## src/rtl/pspa_pkg.sv

```systemverilog
// Package with the types, codes and constants of the paged slot pool allocator.
package pspa_pkg;

  localparam int POOL_CAP  = 256;
  localparam int SLOT_W    = 8;
  localparam int CNT_W     = 9;
  localparam int GRP_W     = 16;
  localparam int N_GRP     = POOL_CAP / GRP_W;
  localparam int GRP_IDX_W = $clog2(N_GRP);
  localparam int GRP_LO_W  = $clog2(GRP_W);

  typedef enum logic [2:0] {
    CMD_ALLOC   = 3'd0,
    CMD_FREE    = 3'd1,
    CMD_LOCK    = 3'd2,
    CMD_UNLOCK  = 3'd3,
    CMD_USE     = 3'd4,
    CMD_RELEASE = 3'd5,
    CMD_DELETE  = 3'd6,
    CMD_QUERY   = 3'd7
  } cmd_t;

  localparam logic [2:0] ST_NONE    = 3'd0;
  localparam logic [2:0] ST_USE     = 3'd1;
  localparam logic [2:0] ST_LOCK    = 3'd2;
  localparam logic [2:0] ST_RELEASE = 3'd3;
  localparam logic [2:0] ST_DELETE  = 3'd4;

  typedef struct packed {
    cmd_t              cmd;
    logic [SLOT_W-1:0] slot;
  } req_t;

  typedef struct packed {
    logic              ok;
    logic [SLOT_W-1:0] slot_out;
    logic [2:0]        status_out;
    logic [CNT_W-1:0]  free_count;
    logic [CNT_W-1:0]  used_count;
    logic [CNT_W-1:0]  total_count;
  } rsp_t;

  typedef enum logic [3:0] {
    S_IDLE,
    S_EXEC,
    S_TEST,
    S_RECLAIM,
    S_RECOUNT,
    S_ADD,
    S_ENC,
    S_TAKE,
    S_FINISH
  } state_t;

  typedef struct packed {
    logic load;
    logic exec;
    logic reclaim;
    logic recount;
    logic add_page;
    logic fail;
    logic enc;
    logic take;
    logic finish;
  } ctrl_t;

  typedef struct packed {
    logic alloc_req;
    logic free_any;
    logic cand_any;
    logic can_add;
    logic recount_last;
  } dstat_t;

endpackage

```

## src/rtl/pspa_ctrl.sv

```systemverilog
// Controller state machine that sequences commands, reclaim, page growth and slot search.
module pspa_ctrl (
  input  logic            clk,
  input  logic            rst,
  input  logic            start,
  output logic            busy,
  input  pspa_pkg::dstat_t st,
  output pspa_pkg::ctrl_t  ctl
);
  import pspa_pkg::*;

  state_t state, state_next;
  logic   reclaimed, reclaimed_next;
  logic   after_add, after_add_next;

  always_ff @(posedge clk) begin
    if (rst) begin
      state     <= S_IDLE;
      reclaimed <= 1'b0;
      after_add <= 1'b0;
    end else begin
      state     <= state_next;
      reclaimed <= reclaimed_next;
      after_add <= after_add_next;
    end
  end

  always_comb begin
    state_next     = state;
    reclaimed_next = reclaimed;
    after_add_next = after_add;
    ctl            = '0;
    busy           = (state != S_IDLE);
    unique case (state)
      S_IDLE: begin
        if (start) begin
          ctl.load       = 1'b1;
          reclaimed_next = 1'b0;
          state_next     = st.alloc_req ? S_TEST : S_EXEC;
        end
      end
      S_EXEC: begin
        ctl.exec   = 1'b1;
        state_next = S_FINISH;
      end
      S_TEST: begin
        if (st.free_any && st.cand_any) begin
          state_next = S_ENC;
        end else if (!reclaimed) begin
          reclaimed_next = 1'b1;
          after_add_next = st.free_any;
          state_next     = S_RECLAIM;
        end else begin
          state_next = S_ADD;
        end
      end
      S_RECLAIM: begin
        ctl.reclaim = 1'b1;
        state_next  = S_RECOUNT;
      end
      S_RECOUNT: begin
        ctl.recount = 1'b1;
        if (st.recount_last) begin
          state_next = after_add ? S_ADD : S_TEST;
        end
      end
      S_ADD: begin
        if (st.can_add) begin
          ctl.add_page = 1'b1;
          state_next   = S_TEST;
        end else begin
          ctl.fail   = 1'b1;
          state_next = S_FINISH;
        end
      end
      S_ENC: begin
        ctl.enc    = 1'b1;
        state_next = S_TAKE;
      end
      S_TAKE: begin
        ctl.take   = 1'b1;
        state_next = S_FINISH;
      end
      S_FINISH: begin
        ctl.finish = 1'b1;
        state_next = S_IDLE;
      end
      default: begin
        state_next = S_IDLE;
      end
    endcase
  end

endmodule

```

## src/rtl/pspa_dpath.sv

```systemverilog
// Datapath with the slot bitmaps, status memory, pool counters, slot search and result register.
module pspa_dpath #(
  parameter int SLOTS_PER_PAGE = 64,
  parameter int MAX_PAGES      = 4
) (
  input  logic             clk,
  input  logic             rst,
  input  pspa_pkg::req_t   req,
  input  pspa_pkg::ctrl_t  ctl,
  output pspa_pkg::dstat_t st,
  output logic             done,
  output pspa_pkg::rsp_t   rsp
);
  import pspa_pkg::*;

  localparam int PAGE_W = $clog2(MAX_PAGES + 1);
  localparam logic [CNT_W-1:0] STEP =
    (SLOTS_PER_PAGE >= POOL_CAP) ? CNT_W'(POOL_CAP) : CNT_W'(SLOTS_PER_PAGE);

  function automatic logic [GRP_LO_W:0] pop_grp(input logic [GRP_W-1:0] v);
    logic [GRP_LO_W:0] c;
    c = '0;
    for (int i = 0; i < GRP_W; i++) begin
      c = c + (GRP_LO_W+1)'(v[i]);
    end
    return c;
  endfunction

  logic [POOL_CAP-1:0] in_use, is_none, is_del, st_wv, act, cand;
  logic [2:0]          st_mem [POOL_CAP];
  logic [2:0]          rd_data;
  logic                rd_vld;
  logic [PAGE_W-1:0]   page_cnt;
  logic [CNT_W-1:0]    total_cnt, used_cnt;
  logic [CNT_W:0]      total_sum;
  logic [GRP_IDX_W-1:0] grp, g_pick, g_q;
  logic [GRP_LO_W-1:0] lo_pick;
  logic [GRP_W-1:0]    word_q;
  cmd_t                cmd_q;
  logic [SLOT_W-1:0]   slot_q, idx;
  logic                in_rng, mem_we;
  logic [SLOT_W-1:0]   mem_wa;
  logic [2:0]          mem_wd, exec_val;
  logic                res_ok, res_query;
  logic [SLOT_W-1:0]   res_slot;
  logic [2:0]          res_stat;

  always_comb begin
    for (int i = 0; i < POOL_CAP; i++) begin
      act[i] = (CNT_W'(i) < total_cnt);
    end
    cand = act & ~in_use & ~is_del;
  end

  always_comb begin
    g_pick = '0;
    for (int g = N_GRP - 1; g >= 0; g--) begin
      if (|cand[g*GRP_W +: GRP_W]) g_pick = GRP_IDX_W'(g);
    end
    lo_pick = '0;
    for (int b = GRP_W - 1; b >= 0; b--) begin
      if (word_q[b]) lo_pick = GRP_LO_W'(b);
    end
    idx = {g_q, lo_pick};
  end

  assign in_rng    = ({1'b0, slot_q} < total_cnt);
  assign total_sum = {1'b0, total_cnt} + {1'b0, STEP};

  always_comb begin
    unique case (cmd_q)
      CMD_FREE:    exec_val = ST_NONE;
      CMD_LOCK:    exec_val = ST_LOCK;
      CMD_UNLOCK:  exec_val = ST_USE;
      CMD_USE:     exec_val = ST_USE;
      CMD_RELEASE: exec_val = ST_RELEASE;
      CMD_DELETE:  exec_val = ST_DELETE;
      default:     exec_val = ST_NONE;
    endcase
  end

  always_comb begin
    mem_we = 1'b0;
    mem_wa = slot_q;
    mem_wd = exec_val;
    if (ctl.take) begin
      mem_we = 1'b1;
      mem_wa = idx;
      mem_wd = ST_USE;
    end else if (ctl.exec && in_rng && (cmd_q != CMD_QUERY)) begin
      mem_we = 1'b1;
    end
  end

  assign st.alloc_req    = (req.cmd == CMD_ALLOC);
  assign st.free_any     = |(act & ~in_use);
  assign st.cand_any     = |cand;
  assign st.can_add      = (page_cnt < PAGE_W'(MAX_PAGES)) && (total_cnt < CNT_W'(POOL_CAP));
  assign st.recount_last = (grp == GRP_IDX_W'(N_GRP - 1));

  always_ff @(posedge clk) begin
    if (mem_we) st_mem[mem_wa] <= mem_wd;
    rd_data <= st_mem[slot_q];
  end

  always_ff @(posedge clk) begin
    if (rst) begin
      in_use    <= '0;
      is_none   <= '1;
      is_del    <= '0;
      st_wv     <= '0;
      page_cnt  <= PAGE_W'(1);
      total_cnt <= STEP;
      used_cnt  <= '0;
      grp       <= '0;
      done      <= 1'b0;
    end else begin
      done <= ctl.finish;
      if (mem_we) begin
        st_wv[mem_wa]   <= 1'b1;
        is_none[mem_wa] <= (mem_wd == ST_NONE);
        is_del[mem_wa]  <= (mem_wd == ST_DELETE);
      end
      if (ctl.exec && in_rng && (cmd_q == CMD_FREE) && in_use[slot_q]) begin
        in_use[slot_q] <= 1'b0;
        used_cnt       <= used_cnt - CNT_W'(1);
      end
      if (ctl.take) begin
        in_use[idx] <= 1'b1;
        used_cnt    <= used_cnt + CNT_W'(1);
      end
      if (ctl.reclaim) begin
        in_use   <= in_use & ~is_none;
        used_cnt <= '0;
        grp      <= '0;
      end
      if (ctl.recount) begin
        used_cnt <= used_cnt + CNT_W'(pop_grp(in_use[grp*GRP_W +: GRP_W]));
        grp      <= grp + GRP_IDX_W'(1);
      end
      if (ctl.add_page) begin
        page_cnt  <= page_cnt + PAGE_W'(1);
        total_cnt <= (total_sum > (CNT_W+1)'(POOL_CAP)) ? CNT_W'(POOL_CAP)
                                                       : total_sum[CNT_W-1:0];
      end
    end
  end

  always_ff @(posedge clk) begin
    rd_vld <= st_wv[slot_q];
    if (ctl.load) begin
      cmd_q  <= req.cmd;
      slot_q <= req.slot;
    end
    if (ctl.enc) begin
      g_q    <= g_pick;
      word_q <= cand[g_pick*GRP_W +: GRP_W];
    end
    if (ctl.exec) begin
      res_slot  <= slot_q;
      res_query <= in_rng && (cmd_q == CMD_QUERY);
      res_ok    <= in_rng && ((cmd_q != CMD_FREE) || in_use[slot_q]);
      res_stat  <= in_rng ? exec_val : ST_NONE;
    end
    if (ctl.fail) begin
      res_ok    <= 1'b0;
      res_slot  <= '0;
      res_stat  <= ST_NONE;
      res_query <= 1'b0;
    end
    if (ctl.take) begin
      res_ok    <= 1'b1;
      res_slot  <= idx;
      res_stat  <= ST_USE;
      res_query <= 1'b0;
    end
    if (ctl.finish) begin
      rsp.ok          <= res_ok;
      rsp.slot_out    <= res_slot;
      rsp.status_out  <= res_query ? (rd_vld ? rd_data : ST_NONE) : res_stat;
      rsp.free_count  <= total_cnt - used_cnt;
      rsp.used_count  <= used_cnt;
      rsp.total_count <= total_cnt;
    end
  end

endmodule

```

## src/rtl/paged_slot_pool_allocator_top.sv

```systemverilog
// Top level of the paged slot pool allocator: controller and datapath.
// Free, status and query commands: the execute and finish states run, then done rises.
// Allocate: test, encode, take and finish with a usable slot; else a reclaim pass (release, recount of
// the in-use bitmap group by group, retest) comes first, a page is added when needed, or it fails.
// One command at a time; the next is taken in the cycle its predecessor's result beat shows.
// Synchronous reset: all slots free with status none, one page active; results cannot stall.
module paged_slot_pool_allocator_top #(
  parameter int SLOTS_PER_PAGE = 64,
  parameter int MAX_PAGES      = 4
) (
  input  logic           clk,
  input  logic           rst,
  input  logic           start,
  output logic           busy,
  input  pspa_pkg::req_t req,
  output logic           done,
  output pspa_pkg::rsp_t rsp
);
  import pspa_pkg::*;

  ctrl_t  ctl;
  dstat_t st;

  pspa_ctrl u_ctrl (
    .clk   (clk),
    .rst   (rst),
    .start (start),
    .busy  (busy),
    .st    (st),
    .ctl   (ctl)
  );

  pspa_dpath #(
    .SLOTS_PER_PAGE (SLOTS_PER_PAGE),
    .MAX_PAGES      (MAX_PAGES)
  ) u_dpath (
    .clk  (clk),
    .rst  (rst),
    .req  (req),
    .ctl  (ctl),
    .st   (st),
    .done (done),
    .rsp  (rsp)
  );

endmodule

```

## config.mk

```make
export PLATFORM = sky130hd
export DESIGN_NAME = paged_slot_pool_allocator_top
export DESIGN_NICKNAME = d
export VERILOG_FILES = /design/src/rtl/pspa_pkg.sv /design/src/rtl/pspa_ctrl.sv /design/src/rtl/pspa_dpath.sv /design/src/rtl/paged_slot_pool_allocator_top.sv
export SDC_FILE = /design/constraint.sdc
export NUM_CORES = 2
export LEC_CHECK = 0
export BUFFER_PORTS_ARGS = -buffer_cell sky130_fd_sc_hd__buf_2
export CAP_MARGIN = 20
export CORE_MARGIN = 5
export CORE_UTILIZATION = 30
export CTS_CLUSTER_DIAMETER = 50
export DETAILED_ROUTE_END_ITERATION = 12
export GPL_TIMING_DRIVEN = 1
export SETUP_SLACK_MARGIN = 0.5
export SLEW_MARGIN = 20
export SYNTH_ARGS = -nofsm -noshare
export SYNTH_HDL_FRONTEND = slang
export SYNTH_HIERARCHICAL = 1
export SYNTH_SLANG_ARGS = --single-unit
```

## constraint.sdc

```tcl
create_clock -name clk -period 28.9 [get_ports clk]
set_clock_uncertainty 0.2 [all_clocks]
set_input_delay 1.445 -clock clk [delete_from_list [all_inputs] [get_ports clk]]
set_output_delay 1.445 -clock clk [all_outputs]
set_load 0.02 [all_outputs]
```

==> metrics.txt <==
Netlist cell types 89; Fin Hold WS 0.251 ns; total power 0.00634 W; sequential share of the synthesized area 0.536; Crit-path slowest cell buf_4; total power per unit cell area 64.2 nW/um^2; final wirelength 364000 um; first-pass GRT wire length 506000 um; CP Launch Type register; Post-synth EDFFs 839; Logic pwr share 0.087; fillcell total 28000; I/O pin cnt 55; mux contribution to synthesized area 0.193; sequential cell area 46400 sq um; vias per inst 5.86; Reg power frac 0.451; Data arrival, critical path 7.89 ns; Multi-input gate area 37000 sq um; GRT Residual Overflow 0; most frequent cells after synthesis dfxtp_1 (1059), nor2_1 (892), edfxtp_1 (839); most frequent CP cell fa_1; DRC viols 0; syn_area_per_cell 11.4 sq um; core area 288000 sq um; Clk network pwr share 0.463; drt pass-1 iters 6; post-synth top area cell edfxtp_1; Initial Util 0.301; Reg clk slew, reported paths 0.06 ns; Period minus WS final 7.28 ns; PortBufs 48; Hold-fix buffers, CTS 0; MaxCap Viol Count 0; vias in the first global route 64800; Num CTS Buffers 216; Setup CP Type register to register; Crit. End Element register; CTS tree done; ranking of synthesized cells by area edfxtp_1 (29%), dfxtp_1 (25%), mux4_2 (12%); CTS Buffer Depth 3; post-DP HPWL 253000 um; Worst slew margin 0.0979; initial drt markers 9256; total number of vias 67000; status completed; Syn. warnings 6; post-cts resize count 0; Root Buffer clkbuf_16; top cell type's share of synthesized area 0.291; antenna-violating nets left 0; Post-Synthesis Cells 7558; Switching Share 0.257; most common cell in the netlist dfxtp_1; Core Rows 197; largest family of logic cells by synthesized area multiplexers; die area 299000 sq um; worst min path class register to register; CTS HTree Levels 4; initial antenna violation count 29; Synth Area in Compound Gates 0.103; Int Pwr 0.00471 W; Worst EP required 29.52 ns; Cell Chain, Critical Path buf_4 > mux4_2 > mux4_2 > fa_1 > fa_1 > fa_1 > fa_1 > fa_1 > fa_1 > a21o_1 > a21oi_1 > inv_1 > a21oi_1 > o31a_1 > or4_1 > o221ai_1 > o41ai_1; ys async rst share 0; GR Util All Layers 0.235; Post-Synth Adder-Cell Area 0.00648; TNS Setup 0 ns; layout overhead on the synthesized area 14.2%; post-synthesis cell area 86500 sq um; post-CTS setup buffer count 0; LEAKAGE 33.4 nW; flop and latch count out of synthesis 1898; Slew Viols, Final 0; RSZ-0062 raised after global routing no; CP peak stage delay 0.73 ns; wire per inst 31.9 um; main flop type after synthesis dfxtp_1; Post-Synth Simple-Gate Area 0.119; die width 547 um; Final Hold Viols 0; Sw Pwr 0.00163 W; Final #Nets 7477; largest net degree at the start of global routing 201; final period utilization 0.252; Die Y 547 um; clk sink count 1898; IR drop worst, VDD 62.8 uV; Max Freq 137 MHz; share of layout cells above drive strength 1 0.163; final setup fails 0; worst skew pair latency 0.92 ns; RePlAce Congestion 1.06; XOR/XNOR share of the synthesized area 0.00182; Slew @ Worst Pin 1.35 ns; Crit Path Max Fanout 43
-- critical path: cells and delay by family, from the launching register on --
family	cells	cell delay [ns]
buffers and inverters	2	0.80
DFF	1	0.69
adders and majority gates	6	3.03
and+or+nand+nor	1	0.12
muxes	2	1.15
AOI/OAI and AO/OA	6	1.19
-- layer usage --
metal,GRT usage,wire [um],up-vias
li1,-,-,27800
met1,0.312,147000,33900
met2,0.343,155000,4273
met3,0.0654,39100,1000
met4,0.132,23900,8
met5,0,65,-
-- final cells by class --
class,instances,share of cell area
antenna,20,0.000507
inverter,282,0.0108
clock buffer,273,0.0601
clock inverter,141,0.0189
timing repair buffer,226,0.0171
multi-input combinational,4802,0.375
sequential,1898,0.470
tap,3781,0.0479
-- path summary, 6_finish.rpt --
| check | from | end | slack [ns] | cells after the start |
|---|---|---|---|---|
| worst min register to register | u_dpath/res_slot[4] | u_dpath/rsp[34] | 0.25 | 0 |
| worst max-delay path | u_dpath/grp[0] | u_dpath/used_cnt[8] | 21.62 | 17 |
| worst min-delay path | u_dpath/res_slot[4] | u_dpath/rsp[34] | 0.25 | 0 |
| worst max register to register | u_dpath/grp[0] | u_dpath/used_cnt[8] | 21.62 | 17 |
-- registers in the layout (all words and copies together), names as in the netlist, 4 cells and up --
register          cells
u_dpath/slot_q        8
u_dpath/rsp          32
u_dpath/word_q       16
u_dpath/in_use      256
u_dpath/is_none     256
u_dpath/is_del      256
u_dpath/used_cnt      9
u_dpath/grp           4
u_dpath/res_slot      8
u_dpath/st_wv       256
u_ctrl/state          4
u_dpath/g_q           4
u_dpath/st_mem      768
-- placed cells by master, fill, tap and decap left out, types with 166 or more instances in the layout --
master and instances:
mux2i_1 487, clkbuf_16 223, dfxtp_1 1057, nor2_1 869
inv_1 278, mux4_2 478, nand2b_1 332, nor3_1 256
nand2_1 403, a21oi_1 621, buf_4 166, o21ai_0 301
edfxtp_1 839, a211oi_1 218
-- kinds of logic (layout without fill, tap and decap cells) --
logic type | Yosys count | in the layout
other | 1 | 26
adders and majority gates | 37 | 37
buffers and inverters | 863 | 922
and+or+nand+nor | 2221 | 2221
muxes | 1042 | 1042
xor gates and xnor gates | 18 | 18
DFF | 1898 | 1898
AOI/OAI and AO/OA | 1478 | 1478
-- power groups by stage --
stage          Clock, W  Sequential (W)  Combinational (W)
2_1_floorplan         0         0.00292           0.000308
3_3_place_gp          0         0.00291           0.000531
3_5_place_dp          0         0.00291           0.000537
4_1_cts         0.00298         0.00285           0.000538
5_1_grt         0.00310         0.00285           0.000563
6_report        0.00293         0.00286           0.000550
-- stage by stage --
stage / setup slack (ns) / std cells / utilization / instance area (sq um)
floorplan: 15.61 / 7563 / - / 86500
global placement: 21.51 / 11000 / 0.316 / 90800
detailed placement: 21.63 / 11000 / 0.316 / 90800
CTS: 21.68 / 11400 / 0.343 / 98600
global route: 21.30 / 11400 / 0.343 / 98700
finish: 21.62 / 11400 / 0.343 / 98800
(Power assumes the default switching activity.)
